==> config.mk <==
export PLATFORM = sky130hd
export DESIGN_NAME = hill_cipher_block_2_or_3_core
export DESIGN_NICKNAME = d
export VERILOG_FILES = /design/src/rtl/core/hcb_pkg.sv /design/src/rtl/core/hcb_front.sv /design/src/rtl/core/hcb_queue.sv /design/src/rtl/core/hcb_back.sv /design/src/rtl/core/hill_cipher_block_2_or_3_core.sv
export SDC_FILE = /design/constraint.sdc
export NUM_CORES = 1
export LEC_CHECK = 0
export ABC_AREA = 0
export BUFFER_PORTS_ARGS = -buffer_cell sky130_fd_sc_hd__buf_4
export CORE_ASPECT_RATIO = 0.8
export CORE_UTILIZATION = 35
export DETAILED_ROUTE_END_ITERATION = 8
export GPL_TIMING_DRIVEN = 0
export PLACE_DENSITY = 0.48
export SYNTH_ARGS = -nofsm -noshare
export SYNTH_HDL_FRONTEND = slang
export SYNTH_SLANG_ARGS = --single-unit
==> constraint.sdc <==
create_clock -name clk -period 13.7 [get_ports clk]
set_input_delay 2.74 -clock clk [delete_from_list [all_inputs] [get_ports clk]]
set_output_delay 2.74 -clock clk [all_outputs]
set_load 0.01 [all_outputs]
==> src/rtl/core/hcb_pkg.sv <==
// shared types, constants and the mod-26 reduction for the hill cipher block
package hcb_pkg;

    localparam int LETTER_W   = 5;
    localparam int KEY_W      = 15;
    localparam int BLOCK_MAX  = 3;
    localparam int CFG_IDX_W  = 3;
    localparam int PROD_W     = 2 * LETTER_W;
    localparam int SUM_W      = PROD_W + 2;
    localparam int MOD_BASE   = 26;
    localparam int RECIP_SHIFT = 16;
    localparam int RECIP_MUL  = ((1 << RECIP_SHIFT) + MOD_BASE - 1) / MOD_BASE;
    localparam int RECIP_W    = RECIP_SHIFT;
    localparam int QUOT_W     = 8;

    localparam int QUEUE_DEPTH_DEFAULT = 4;

    localparam logic [CFG_IDX_W-1:0] CFG_BLOCK_MODE = 3'd0;
    localparam logic [CFG_IDX_W-1:0] CFG_KEY_ROW0   = 3'd1;
    localparam logic [CFG_IDX_W-1:0] CFG_KEY_ROW1   = 3'd2;
    localparam logic [CFG_IDX_W-1:0] CFG_KEY_ROW2   = 3'd3;

    typedef struct packed {
        logic [LETTER_W-1:0] letter_index;
        logic                message_end;
    } hcb_in_t;

    typedef struct packed {
        logic [LETTER_W-1:0] cipher_letter;
        logic                block_last;
        logic                length_error;
    } hcb_out_t;

    // one queued piece of work: a full block or a short-message error
    typedef struct packed {
        logic [BLOCK_MAX-1:0][LETTER_W-1:0] letters;
        logic                               three_mode;
        logic                               is_error;
    } hcb_job_t;

    typedef struct packed {
        logic empty;
        logic full;
    } hcb_qstat_t;

    // reduce a row sum modulo 26 with a reciprocal multiply, exact below 2^SUM_W
    function automatic logic [LETTER_W-1:0] mod26(input logic [SUM_W-1:0] s);
        logic [SUM_W+RECIP_W-1:0] prod;
        logic [QUOT_W-1:0]        q;
        logic [SUM_W-1:0]         qm;
        logic [SUM_W-1:0]         rem;
        prod = (SUM_W + RECIP_W)'(s) * (SUM_W + RECIP_W)'(RECIP_MUL);
        q    = prod[RECIP_SHIFT +: QUOT_W];
        qm   = SUM_W'(q) * SUM_W'(MOD_BASE);
        rem  = s - qm;
        if (rem >= SUM_W'(MOD_BASE))
        begin
            rem = rem - SUM_W'(MOD_BASE);
        end
        return rem[LETTER_W-1:0];
    endfunction

endpackage

==> src/rtl/core/hcb_front.sv <==
// front end: gathers letters into blocks and queues full blocks or length errors
module hcb_front import hcb_pkg::*;
(
    input  logic       clk,
    input  logic       rst_n,
    input  logic       block_mode,
    input  logic       fill_clear,
    input  logic       plain_valid,
    output logic       plain_stall,
    input  hcb_in_t    plain_data,
    input  hcb_qstat_t qstat,
    output logic       push,
    output hcb_job_t   push_job
);

    logic [1:0]          fill_reg, fill_next;
    logic [LETTER_W-1:0] buf_reg [BLOCK_MAX];
    logic [1:0]          size_m1;
    logic [1:0]          fill_eff;
    logic                block_done;
    logic                accept;

    assign plain_stall = qstat.full;
    assign accept      = plain_valid && !qstat.full;

    always_comb
    begin
        size_m1    = block_mode ? 2'd2 : 2'd1;
        fill_eff   = (fill_reg > size_m1) ? 2'd0 : fill_reg;
        block_done = (fill_eff == size_m1);
        push       = accept && (block_done || plain_data.message_end);

        for (int i = 0; i < BLOCK_MAX; i++)
        begin
            push_job.letters[i] = (fill_eff == 2'(i)) ? plain_data.letter_index : buf_reg[i];
        end
        push_job.three_mode = block_mode;
        push_job.is_error   = !block_done;

        fill_next = fill_reg;
        if (fill_clear)
        begin
            fill_next = 2'd0;
        end
        else if (accept)
        begin
            fill_next = (block_done || plain_data.message_end) ? 2'd0 : fill_eff + 2'd1;
        end
    end

    always_ff @(posedge clk or negedge rst_n)
    begin
        if (!rst_n)
        begin
            fill_reg <= 2'd0;
        end
        else
        begin
            fill_reg <= fill_next;
        end
    end

    always_ff @(posedge clk)
    begin
        if (accept)
        begin
            buf_reg[fill_eff] <= plain_data.letter_index;
        end
    end

endmodule

==> src/rtl/core/hcb_queue.sv <==
// short job queue between the front end and the back end
module hcb_queue import hcb_pkg::*;
#(
    parameter int DEPTH = QUEUE_DEPTH_DEFAULT
)
(
    input  logic       clk,
    input  logic       rst_n,
    input  logic       push,
    input  hcb_job_t   push_job,
    input  logic       pop,
    output hcb_job_t   head_job,
    output hcb_qstat_t qstat
);

    localparam int PTR_W = (DEPTH > 1) ? $clog2(DEPTH) : 1;
    localparam int CNT_W = $clog2(DEPTH + 1);

    hcb_job_t         mem [DEPTH];
    logic [PTR_W-1:0] wr_reg, wr_next;
    logic [PTR_W-1:0] rd_reg, rd_next;
    logic [CNT_W-1:0] cnt_reg, cnt_next;
    logic             do_push, do_pop;

    assign qstat.empty = (cnt_reg == CNT_W'(0));
    assign qstat.full  = (cnt_reg == CNT_W'(DEPTH));
    assign head_job    = mem[rd_reg];

    always_comb
    begin
        do_push  = push && !qstat.full;
        do_pop   = pop && !qstat.empty;
        wr_next  = wr_reg;
        rd_next  = rd_reg;
        cnt_next = cnt_reg;
        if (do_push)
        begin
            wr_next = (wr_reg == PTR_W'(DEPTH - 1)) ? PTR_W'(0) : wr_reg + PTR_W'(1);
        end
        if (do_pop)
        begin
            rd_next = (rd_reg == PTR_W'(DEPTH - 1)) ? PTR_W'(0) : rd_reg + PTR_W'(1);
        end
        if (do_push && !do_pop)
        begin
            cnt_next = cnt_reg + CNT_W'(1);
        end
        else if (do_pop && !do_push)
        begin
            cnt_next = cnt_reg - CNT_W'(1);
        end
    end

    always_ff @(posedge clk or negedge rst_n)
    begin
        if (!rst_n)
        begin
            wr_reg  <= '0;
            rd_reg  <= '0;
            cnt_reg <= '0;
        end
        else
        begin
            wr_reg  <= wr_next;
            rd_reg  <= rd_next;
            cnt_reg <= cnt_next;
        end
    end

    always_ff @(posedge clk)
    begin
        if (do_push)
        begin
            mem[wr_reg] <= push_job;
        end
    end

endmodule

==> src/rtl/core/hcb_back.sv <==
// back end: walks the rows of each queued block, one cipher letter per cycle unless the output stalls
module hcb_back import hcb_pkg::*;
(
    input  logic             clk,
    input  logic             rst_n,
    input  logic [KEY_W-1:0] key_row0,
    input  logic [KEY_W-1:0] key_row1,
    input  logic [KEY_W-1:0] key_row2,
    input  hcb_job_t         head_job,
    input  hcb_qstat_t       qstat,
    output logic             pop,
    output logic             cipher_valid,
    input  logic             cipher_stall,
    output hcb_out_t         cipher_data
);

    logic [1:0]       row_reg, row_next;
    logic             s1_valid_reg, s1_valid_next;
    logic [SUM_W-1:0] s1_sum_reg;
    logic             s1_last_reg;
    logic             s1_err_reg;
    logic             out_valid_reg, out_valid_next;
    hcb_out_t         out_reg;

    logic             out_adv;
    logic             s1_free;
    logic             issue;
    logic             last_row;
    logic [KEY_W-1:0] key_sel;
    logic [SUM_W-1:0] row_sum;

    assign out_adv      = !out_valid_reg || !cipher_stall;
    assign s1_free      = !s1_valid_reg || out_adv;
    assign issue        = !qstat.empty && s1_free;
    assign cipher_valid = out_valid_reg;
    assign cipher_data  = out_reg;

    always_comb
    begin
        case (row_reg)
            2'd0:    key_sel = key_row0;
            2'd1:    key_sel = key_row1;
            2'd2:    key_sel = key_row2;
            default: key_sel = '0;
        endcase

        // third column only takes part in 3x3 mode
        row_sum = '0;
        for (int c = 0; c < BLOCK_MAX; c++)
        begin
            if (c < BLOCK_MAX - 1 || head_job.three_mode)
            begin
                row_sum = row_sum + SUM_W'(PROD_W'(key_sel[c*LETTER_W +: LETTER_W])
                                           * PROD_W'(head_job.letters[c]));
            end
        end
        if (head_job.is_error)
        begin
            row_sum = '0;
        end

        last_row = head_job.is_error
                   || (row_reg == (head_job.three_mode ? 2'd2 : 2'd1));
        pop      = issue && last_row;

        row_next = row_reg;
        if (issue)
        begin
            row_next = last_row ? 2'd0 : row_reg + 2'd1;
        end

        s1_valid_next = s1_free ? issue : s1_valid_reg;
        out_valid_next = out_adv ? s1_valid_reg : out_valid_reg;
    end

    always_ff @(posedge clk or negedge rst_n)
    begin
        if (!rst_n)
        begin
            row_reg       <= 2'd0;
            s1_valid_reg  <= 1'b0;
            out_valid_reg <= 1'b0;
        end
        else
        begin
            row_reg       <= row_next;
            s1_valid_reg  <= s1_valid_next;
            out_valid_reg <= out_valid_next;
        end
    end

    always_ff @(posedge clk)
    begin
        if (issue)
        begin
            s1_sum_reg  <= row_sum;
            s1_last_reg <= last_row;
            s1_err_reg  <= head_job.is_error;
        end
        if (out_adv && s1_valid_reg)
        begin
            out_reg.cipher_letter <= mod26(s1_sum_reg);
            out_reg.block_last    <= s1_last_reg;
            out_reg.length_error  <= s1_err_reg;
        end
    end

endmodule

==> src/rtl/core/hill_cipher_block_2_or_3_core.sv <==
// Hill cipher core over letter indices 0..25 with selectable 2x2 or 3x3 blocks.
// The block takes one letter per cycle and gives one cipher letter per cycle, so
// a steady stream runs at one item per cycle on both sides unless stalled; a
// block of n letters gives n result items, the last marked with block_last, and
// a message that ends mid-block gives a single item with length_error set. A
// full block's last letter passes the job queue, row sum register and mod-26
// output register before its first cipher letter is valid; the rest follow one
// per cycle unless stalled. The front end gathers letters and queues jobs; the
// input stalls only when the job queue (QUEUE_DEPTH jobs) is full, which
// happens when the output side has been stalled. Configuration is written
// through cfg_write, cfg_index and cfg_data while the block is idle; a write to
// block_mode drops a partial block, and indexes past the key rows are ignored.
module hill_cipher_block_2_or_3_core import hcb_pkg::*;
#(
    parameter int QUEUE_DEPTH = QUEUE_DEPTH_DEFAULT
)
(
    input  logic                 clk,
    input  logic                 rst_n,
    input  logic                 cfg_write,
    input  logic [CFG_IDX_W-1:0] cfg_index,
    input  logic [KEY_W-1:0]     cfg_data,
    input  logic                 plain_valid,
    output logic                 plain_stall,
    input  hcb_in_t              plain_data,
    output logic                 cipher_valid,
    input  logic                 cipher_stall,
    output hcb_out_t             cipher_data
);

    logic             block_mode_reg, block_mode_next;
    logic [KEY_W-1:0] key_row0_reg, key_row0_next;
    logic [KEY_W-1:0] key_row1_reg, key_row1_next;
    logic [KEY_W-1:0] key_row2_reg, key_row2_next;
    logic             fill_clear;

    logic       push;
    hcb_job_t   push_job;
    logic       pop;
    hcb_job_t   head_job;
    hcb_qstat_t qstat;

    always_comb
    begin
        block_mode_next = block_mode_reg;
        key_row0_next   = key_row0_reg;
        key_row1_next   = key_row1_reg;
        key_row2_next   = key_row2_reg;
        fill_clear      = 1'b0;
        if (cfg_write)
        begin
            case (cfg_index)
                CFG_BLOCK_MODE:
                begin
                    block_mode_next = cfg_data[0];
                    fill_clear      = 1'b1;
                end
                CFG_KEY_ROW0:    key_row0_next = cfg_data;
                CFG_KEY_ROW1:    key_row1_next = cfg_data;
                CFG_KEY_ROW2:    key_row2_next = cfg_data;
                default:         ;
            endcase
        end
    end

    always_ff @(posedge clk or negedge rst_n)
    begin
        if (!rst_n)
        begin
            block_mode_reg <= 1'b1;
            key_row0_reg   <= '0;
            key_row1_reg   <= '0;
            key_row2_reg   <= '0;
        end
        else
        begin
            block_mode_reg <= block_mode_next;
            key_row0_reg   <= key_row0_next;
            key_row1_reg   <= key_row1_next;
            key_row2_reg   <= key_row2_next;
        end
    end

    hcb_front u_front
    (
        .clk         (clk),
        .rst_n       (rst_n),
        .block_mode  (block_mode_reg),
        .fill_clear  (fill_clear),
        .plain_valid (plain_valid),
        .plain_stall (plain_stall),
        .plain_data  (plain_data),
        .qstat       (qstat),
        .push        (push),
        .push_job    (push_job)
    );

    hcb_queue #(
        .DEPTH (QUEUE_DEPTH)
    ) u_queue
    (
        .clk      (clk),
        .rst_n    (rst_n),
        .push     (push),
        .push_job (push_job),
        .pop      (pop),
        .head_job (head_job),
        .qstat    (qstat)
    );

    hcb_back u_back
    (
        .clk          (clk),
        .rst_n        (rst_n),
        .key_row0     (key_row0_reg),
        .key_row1     (key_row1_reg),
        .key_row2     (key_row2_reg),
        .head_job     (head_job),
        .qstat        (qstat),
        .pop          (pop),
        .cipher_valid (cipher_valid),
        .cipher_stall (cipher_stall),
        .cipher_data  (cipher_data)
    );

endmodule
==> results of run 1 <==
-- worst max-delay path by stage --
stage | cells past startpoint | from | end | slack (ns)
6_report | 27 | u_back.row_reg[0] | u_back.s1_sum_reg[11] | 4.70
5_1_grt | 27 | u_back.row_reg[0] | u_back.s1_sum_reg[11] | 4.14
4_1_cts | 28 | u_back.row_reg[0] | u_back.s1_sum_reg[10] | 4.64
3_5_place_dp | 28 | u_back.row_reg[0] | u_back.s1_sum_reg[10] | 4.67
3_3_place_gp | 28 | u_back.row_reg[0] | u_back.s1_sum_reg[10] | 4.65
2_1_floorplan | 34 | u_back.s1_sum_reg[3] | u_back.cipher_data[6] | 5.62
-- routing by layer --
metal / routed length, microns / share of wire [%] / track usage [%] / vias to the layer above
met1: 13650 / 53 / 21.66 / 3748
met3: 398 / 1.5 / 2.199 / 16
met4: 178 / 0.69 / 2.748 / 0
met5: 0 / 0 / 0 / -
met2: 11610 / 45 / 23.23 / 60
li1: - / - / - / 3781
-- cell type report --
cell class	count	area, sq um	share of cell area (%)
well taps	480	600.6	4.201
flip-flops and latches	163	4601	32.18
repair buffers	39	296.5	2.074
plain buffers	15	68.82	0.4813
clock buffers	17	425.4	2.975
multi-input cells	722	7520	52.59
clock inverters	15	170.2	1.190
inverters	164	615.6	4.306
-- stage by stage --
step | hold WS [ns] | cells | setup WS, ns | utilization, %
global route | 0.4255 | 1615 | 4.140 | 39.81
global placement | 0.4032 | 1581 | 4.649 | 38.06
floorplan | 0.4003 | 1064 | 5.624 | -
finish | 0.4216 | 1615 | 4.699 | 39.81
CTS | 0.4235 | 1615 | 4.644 | 39.81
detailed placement | 0.4070 | 1583 | 4.665 | 38.15
-- cell families after synthesis --
logic type / synth area share [%]
adder cells (fa/ha/maj): 31.65
multiplexers: 9.184
flip-flops: 35.96
AND/OR/NAND/NOR: 8.685
AO/OA/AOI/OAI: 6.025
XOR/XNOR: 3.140
buffers and inverters: 5.350
-- placed cells by master (no fill, tap or decap), types with 8 or more instances in the layout --
cell | netlist | final
sky130_fd_sc_hd__a21o_1 | 13 | 13
sky130_fd_sc_hd__a21oi_1 | 25 | 25
sky130_fd_sc_hd__a222oi_1 | 15 | 15
sky130_fd_sc_hd__and2_1 | 53 | 53
sky130_fd_sc_hd__buf_4 | 1 | 39
sky130_fd_sc_hd__clkbuf_1 | 12 | 12
sky130_fd_sc_hd__clkbuf_16 | 0 | 17
sky130_fd_sc_hd__dfrtp_1 | 58 | 58
sky130_fd_sc_hd__edfxtp_1 | 104 | 104
sky130_fd_sc_hd__fa_1 | 96 | 96
sky130_fd_sc_hd__ha_1 | 170 | 170
sky130_fd_sc_hd__inv_1 | 164 | 164
sky130_fd_sc_hd__mux2_2 | 61 | 61
sky130_fd_sc_hd__mux2i_1 | 9 | 9
sky130_fd_sc_hd__mux4_2 | 17 | 17
sky130_fd_sc_hd__nand2_1 | 52 | 52
sky130_fd_sc_hd__nand2b_1 | 8 | 8
sky130_fd_sc_hd__nor2_1 | 49 | 49
sky130_fd_sc_hd__nor2b_1 | 17 | 17
sky130_fd_sc_hd__nor3_1 | 9 | 9
sky130_fd_sc_hd__o21ai_0 | 24 | 24
sky130_fd_sc_hd__xnor2_1 | 23 | 23
sky130_fd_sc_hd__xor2_1 | 21 | 21
-- synth_stat cells (15+ instances only) --
| master | instances | area share [%] |
|---|---|---|
| sky130_fd_sc_hd__a21oi_1 | 25 | 0.98 |
| sky130_fd_sc_hd__a222oi_1 | 15 | 1.2 |
| sky130_fd_sc_hd__and2_1 | 53 | 2.6 |
| sky130_fd_sc_hd__dfrtp_1 | 58 | 11 |
| sky130_fd_sc_hd__edfxtp_1 | 104 | 24 |
| sky130_fd_sc_hd__fa_1 | 96 | 15 |
| sky130_fd_sc_hd__ha_1 | 170 | 17 |
| sky130_fd_sc_hd__inv_1 | 164 | 4.8 |
| sky130_fd_sc_hd__mux2_2 | 61 | 5.4 |
| sky130_fd_sc_hd__mux4_2 | 17 | 3.0 |
| sky130_fd_sc_hd__nand2_1 | 52 | 1.5 |
| sky130_fd_sc_hd__nor2_1 | 49 | 1.4 |
| sky130_fd_sc_hd__nor2b_1 | 17 | 0.83 |
| sky130_fd_sc_hd__o21ai_0 | 24 | 0.94 |
| sky130_fd_sc_hd__xnor2_1 | 23 | 1.6 |
| sky130_fd_sc_hd__xor2_1 | 21 | 1.4 |
==> insert_results.sql, run 1 <==
INSERT INTO impl_metrics (metric_group, metric, value, unit) VALUES
('drt', 'detail-route-antenna-nets', '0', ''),
('critical_path', 'crit_arrival', '9.16', 'ns'),
('critical_path', 'worst-path-buf-inv', '4', ''),
('cells_and_area', 'filler_cell_count', '3447', ''),
('clock_network', 'path_clk_slew', '0.07', 'ns'),
('drt', 'detail_route.drc_violations', '0', ''),
('synth', 'dominantRegCellSynth', 'sky130_fd_sc_hd__edfxtp_1', ''),
('timing', 'slew_headroom', '35.24', '%'),
('cells_and_area', 'max_flop_register', 'u_queue.mem', ''),
('drt', 'drt_first_iter_violations', '356', ''),
('synth', 'synth.ff_latch_count', '163', ''),
('critical_path', 'path_delay_family', 'adder cells', ''),
('clock_network', 'cts_max_path_buffers', '2', ''),
('cells_and_area', 'number_of_flip_flops_under_the_largest_register_name', '68', ''),
('clock_network', 'cts.sinks', '163', ''),
('cells_and_area', 'diodes', '0', ''),
('clock_network', 'cts_tree', 'yes', ''),
('drt', 'wl_per_cell', '16.00', 'microns'),
('critical_path', 'critical_path.reg2reg.startpoint', 'u_back.row_reg[0]', ''),
('grt', 'antenna_found_initial', '0', ''),
('critical_path', 'critPathMostFrequentCell', 'sky130_fd_sc_hd__fa_1', ''),
('timing', 'finalMaxSlewViolations', '0', ''),
('synth', 'average_cell_area_after_synthesis', '12.02', 'sq um'),
('floorplan', 'die-width', '215.7', 'microns'),
('critical_path', 'worst-r2r-cell-count', '27', ''),
('flow_run', 'maxCapViolCount', '0', ''),
('clock_network', 'ctsHoldBuffers', '0', ''),
('timing', 'timing.fmax', '0.1111', 'GHz'),
('floorplan', 'top_level_pins', '38', ''),
('synth', 'yosysSeqAreaShare', '35.96', '%'),
('hold_path', 'whs_path_depth', '0', ''),
('cells_and_area', 'design.final.nets', '1417', ''),
('critical_path', 'regToRegSetupSlack', '4.70', 'ns'),
('hold_path', 'min_path_type', 'reg2reg', ''),
('timing', 'min_period', '9.001', 'ns'),
('drt', 'routed-via-count', '7605', ''),
('place', 'routabilityCongestion', '0.7606', ''),
('synth', 'syn_area', '12790', 'sq um'),
('grt', 'grt_first_pass_wirelength', '43470', 'microns'),
('grt', 'globalRouteOverflowTotal', '0', ''),
('clock_network', 'numCtsBuffers', '17', ''),
('hold_path', 'end_point_of_the_worst_hold_path', 'u_back.cipher_data[0]', ''),
('timing', 'timing.final.crit_share', '65.70', '%'),
('cells_and_area', 'final_area', '14300', 'sq um'),
('timing', 'setup_viol_count_final', '0', ''),
('grt', 'first_global_vias', '8105', ''),
('grt', 'global_route.usage.total', '14.78', '%'),
('drt', 'wirelength', '25840', 'microns'),
('critical_path', 'startpoint_class_of_the_critical_path', 'flip-flop', ''),
('critical_path', 'crit_fanout', '10', ''),
('run_status', 'status', 'completed', ''),
('synth', 'synth-edff-count', '104', ''),
('critical_path', 'criticalPathCategory', 'reg2reg', ''),
('synth', 'syn_inst', '1064', ''),
('floorplan', 'chip_height', '173.0', 'microns'),
('timing', 'finalClockSkew', '0.01512', 'ns'),
('place', 'dpl_cell_area', '13700', 'sq um'),
('drt', 'detail_route.vias_per_cell', '4.709', ''),
('cells_and_area', 'final_layout_size_suffix_gt1_share', '14.45', '%'),
('critical_path', 'critPathCaptureType', 'flip-flop', ''),
('clock_network', 'clock_insertion_delay_worst_skew', '0.43', 'ns'),
('timing', 'worst-slew-pin-transition', '0.9714', 'ns'),
('critical_path', 'cpMaxStageDelayCell', 'sky130_fd_sc_hd__fa_1', ''),
('synth', 'synthesis.nets', '1359', ''),
('grt', 'grt_max_degree', '60', ''),
('drt', 'drt_pre_antenna_iters', '4', ''),
('synth', 'synthDistinctLibCells', '59', ''),
('critical_path', 'reg2reg_to', 'u_back.s1_sum_reg[11]', ''),
('critical_path', 'cpPeakStageDelay', '0.54', 'ns'),
('floorplan', 'placeableCoreArea', '35920', 'sq um'),
('clock_network', 'cts_setup_buffers', '0', '');
Power of run 1 is not shown: default switching activity piles up to over one toggle a cycle in this logic, so the estimate is an artifact.
==> run 2: changes to the inputs <==
==> constraint.sdc (replaced) <==
create_clock -name clk -period 8.9 [get_ports clk]
set_input_delay 1.78 -clock clk [delete_from_list [all_inputs] [get_ports clk]]
set_output_delay 1.78 -clock clk [all_outputs]
set_load 0.01 [all_outputs]
==> run 2 against run 1 <==
  * Flip-flop and latch count unchanged
  * Clock skew up 0.0035 ns
  * Routed wire length up 0.70%
  * Core utilization up 0.59 points
  * First-iteration DRC count down 1.4%
  * Worst setup slack worse by 4.3 ns
  * Maximum frequency up 6.5%
  * Clock-buffer cell count unchanged
  * Die area unchanged
  * Design area up 1.5%
  * Worst hold slack about the same
  * Cell count up 1.2%
==> insert_results.sql, run 2 (synthesized netlist as in run 1, its figures left out) <==
INSERT INTO impl_metrics (metric_group, metric, value, unit) VALUES
('cells_and_area', 'final_area', '14510', 'sq um'),
('timing', 'finalClockSkew', '0.01866', 'ns'),
('floorplan', 'top_level_pins', '38', ''),
('floorplan', 'start_util', '35.62', '%'),
('floorplan', 'placeableCoreArea', '35920', 'sq um'),
('timing', 'setup_viol_count_final', '0', ''),
('cells_and_area', 'number_of_flip_flops_under_the_largest_register_name', '68', ''),
('floorplan', 'die-width', '215.7', 'microns'),
('timing', 'finalMaxSlewViolations', '0', ''),
('timing', 'rsz0062_at_grt', 'true', ''),
('timing', 'timing.final.crit_share', '94.97', '%'),
('clock_network', 'cts.sinks', '163', ''),
('critical_path', 'crit_arrival', '8.63', 'ns'),
('drt', 'detail_route.vias_per_cell', '4.705', ''),
('critical_path', 'cp_data_required_time', '9.08', 'ns'),
('critical_path', 'startpoint_class_of_the_critical_path', 'flip-flop', ''),
('clock_network', 'h_tree_level_count', '4', ''),
('hold_path', 'min_path_type', 'reg2reg', ''),
('critical_path', 'worst-path-buf-inv', '4', ''),
('place', 'dpl_cell_area', '13700', 'sq um'),
('drt', 'wl_per_cell', '15.91', 'microns'),
('grt', 'global_route.usage.total', '14.79', '%'),
('timing', 'slew_headroom', '34.98', '%'),
('flow_run', 'maxCapViolCount', '0', ''),
('grt', 'globalRouteOverflowTotal', '0', ''),
('floorplan', 'fp-row-count', '62', ''),
('place', 'count_of_buffers_inserted_at_the_top_level_ports', '37', ''),
('run_status', 'status', 'completed', ''),
('drt', 'drt_first_iter_violations', '351', ''),
('critical_path', 'cpPeakStageDelay', '0.54', 'ns'),
('cells_and_area', 'final_cell_mix', '167 x sky130_fd_sc_hd__ha_1, 164 x sky130_fd_sc_hd__inv_1, 104 x sky130_fd_sc_hd__edfxtp_1', ''),
('clock_network', 'ctsHoldBuffers', '0', ''),
('drt', 'drt_pre_antenna_iters', '5', ''),
('clock_network', 'path_clk_slew', '0.07', 'ns'),
('grt', 'antenna_found_initial', '0', ''),
('drt', 'routed-via-count', '7692', ''),
('cells_and_area', 'diodes', '0', ''),
('grt', 'grt_max_degree', '60', ''),
('drt', 'wirelength', '26020', 'microns'),
('clock_network', 'numCtsBuffers', '17', ''),
('clock_network', 'cts_root_buf', 'sky130_fd_sc_hd__clkbuf_16', ''),
('drt', 'detail-route-antenna-nets', '0', ''),
('timing', 'timing.fmax', '0.1183', 'GHz'),
('cells_and_area', 'most_common_cell_after_layout_fill_and_taps_aside', 'sky130_fd_sc_hd__ha_1', ''),
('timing', 'hold_viol_final', '0', ''),
('timing', 'min_period', '8.452', 'ns'),
('critical_path', 'critPathCaptureType', 'flip-flop', ''),
('clock_network', 'cts_max_path_buffers', '2', ''),
('clock_network', 'clock_insertion_delay_worst_skew', '0.43', 'ns'),
('grt', 'grt_first_pass_wirelength', '43490', 'microns'),
('cells_and_area', 'design.final.nets', '1437', ''),
('critical_path', 'cpMaxStageDelayCell', 'sky130_fd_sc_hd__edfxtp_1', ''),
('cells_and_area', 'final_layout_size_suffix_gt1_share', '17.49', '%'),
('critical_path', 'crit_fanout', '6', ''),
('critical_path', 'path_delay_family', 'adder cells', ''),
('grt', 'first_global_vias', '8115', ''),
('drt', 'detail_route.drc_violations', '0', ''),
('place', 'routabilityCongestion', '0.7606', ''),
('cells_and_area', 'max_flop_register', 'u_queue.mem', ''),
('cells_and_area', 'finish.utilization', '40.40', '%'),
('critical_path', 'criticalPathCategory', 'reg2reg', ''),
('clock_network', 'cts_tree', 'yes', ''),
('timing', 'worst-slew-pin-transition', '0.9752', 'ns'),
('floorplan', 'die_area', '37320', 'sq um'),
('place', 'dp_hpwl', '20420', 'microns'),
('floorplan', 'chip_height', '173.0', 'microns'),
('cells_and_area', 'syn2layout_area_growth', '13.43', '%');
run 2: cell types whose count changed in the layout (fill, tap and decap cells not counted), sizes merged:
cell    before  now
clkbuf      29   26
buf         42   65
run 2: routing by layer:
| metal | GRT usage, % | share of wire, % |
|---|---|---|
| met4 | 2.748 | 0.56 |
| met2 | 23.23 | 45 |
| met5 | 0 | 0 |
| met3 | 2.199 | 1.6 |
| met1 | 21.68 | 53 |
run 2: per-stage QoR:
step	setup WS (ns)	hold slack (ns)	std cells	setup TNS [ns]
after floorplan	0.8237	0.4003	1064	0
after global placement	-0.1507	0.4032	1581	-0.3534
after detailed placement	-0.1346	0.4070	1583	-0.3605
after CTS	0.03184	0.4235	1619	0
after global routing	-0.05248	0.4255	1635	-0.1028
final	0.4475	0.4216	1635	0
run 2: path summary, 6_finish.rpt:
check | end | from | slack (ns) | cells past startpoint
setup reg to reg | u_back.cipher_data[6] | u_back.s1_sum_reg[4] | 0.45 | 34
min in group asynchronous | key_row1_reg[6] | rst_n | 1.43 | 1
hold / removal | u_back.cipher_data[0] | u_back.s1_err_reg | 0.42 | 0
hold reg to reg | u_back.cipher_data[0] | u_back.s1_err_reg | 0.42 | 0
setup / recovery | u_back.cipher_data[6] | u_back.s1_sum_reg[4] | 0.45 | 34
max in group asynchronous | u_queue.cnt_reg[1] | rst_n | 6.91 | 1
run 2: timing repair:
action | CTS | global route
gates resized for setup | 4 | 19
endpoints found under the setup margin | 4 | 9
cloned | 0 | 0
buffers inserted | 4 | 16
pin swaps | 0 | 4
run 2: layout make-up:
type | instances | area [sq um]
buffer | 15 | 75.07
clock buffer | 17 | 425.4
clock inverter | 15 | 170.2
fill | 3440 | 21410
inverter | 164 | 615.6
multi-input combinational | 722 | 7576
sequential | 163 | 4601
tap | 480 | 600.6
timing repair buffer | 59 | 446.7
Power of run 2 is left out for the same reason.
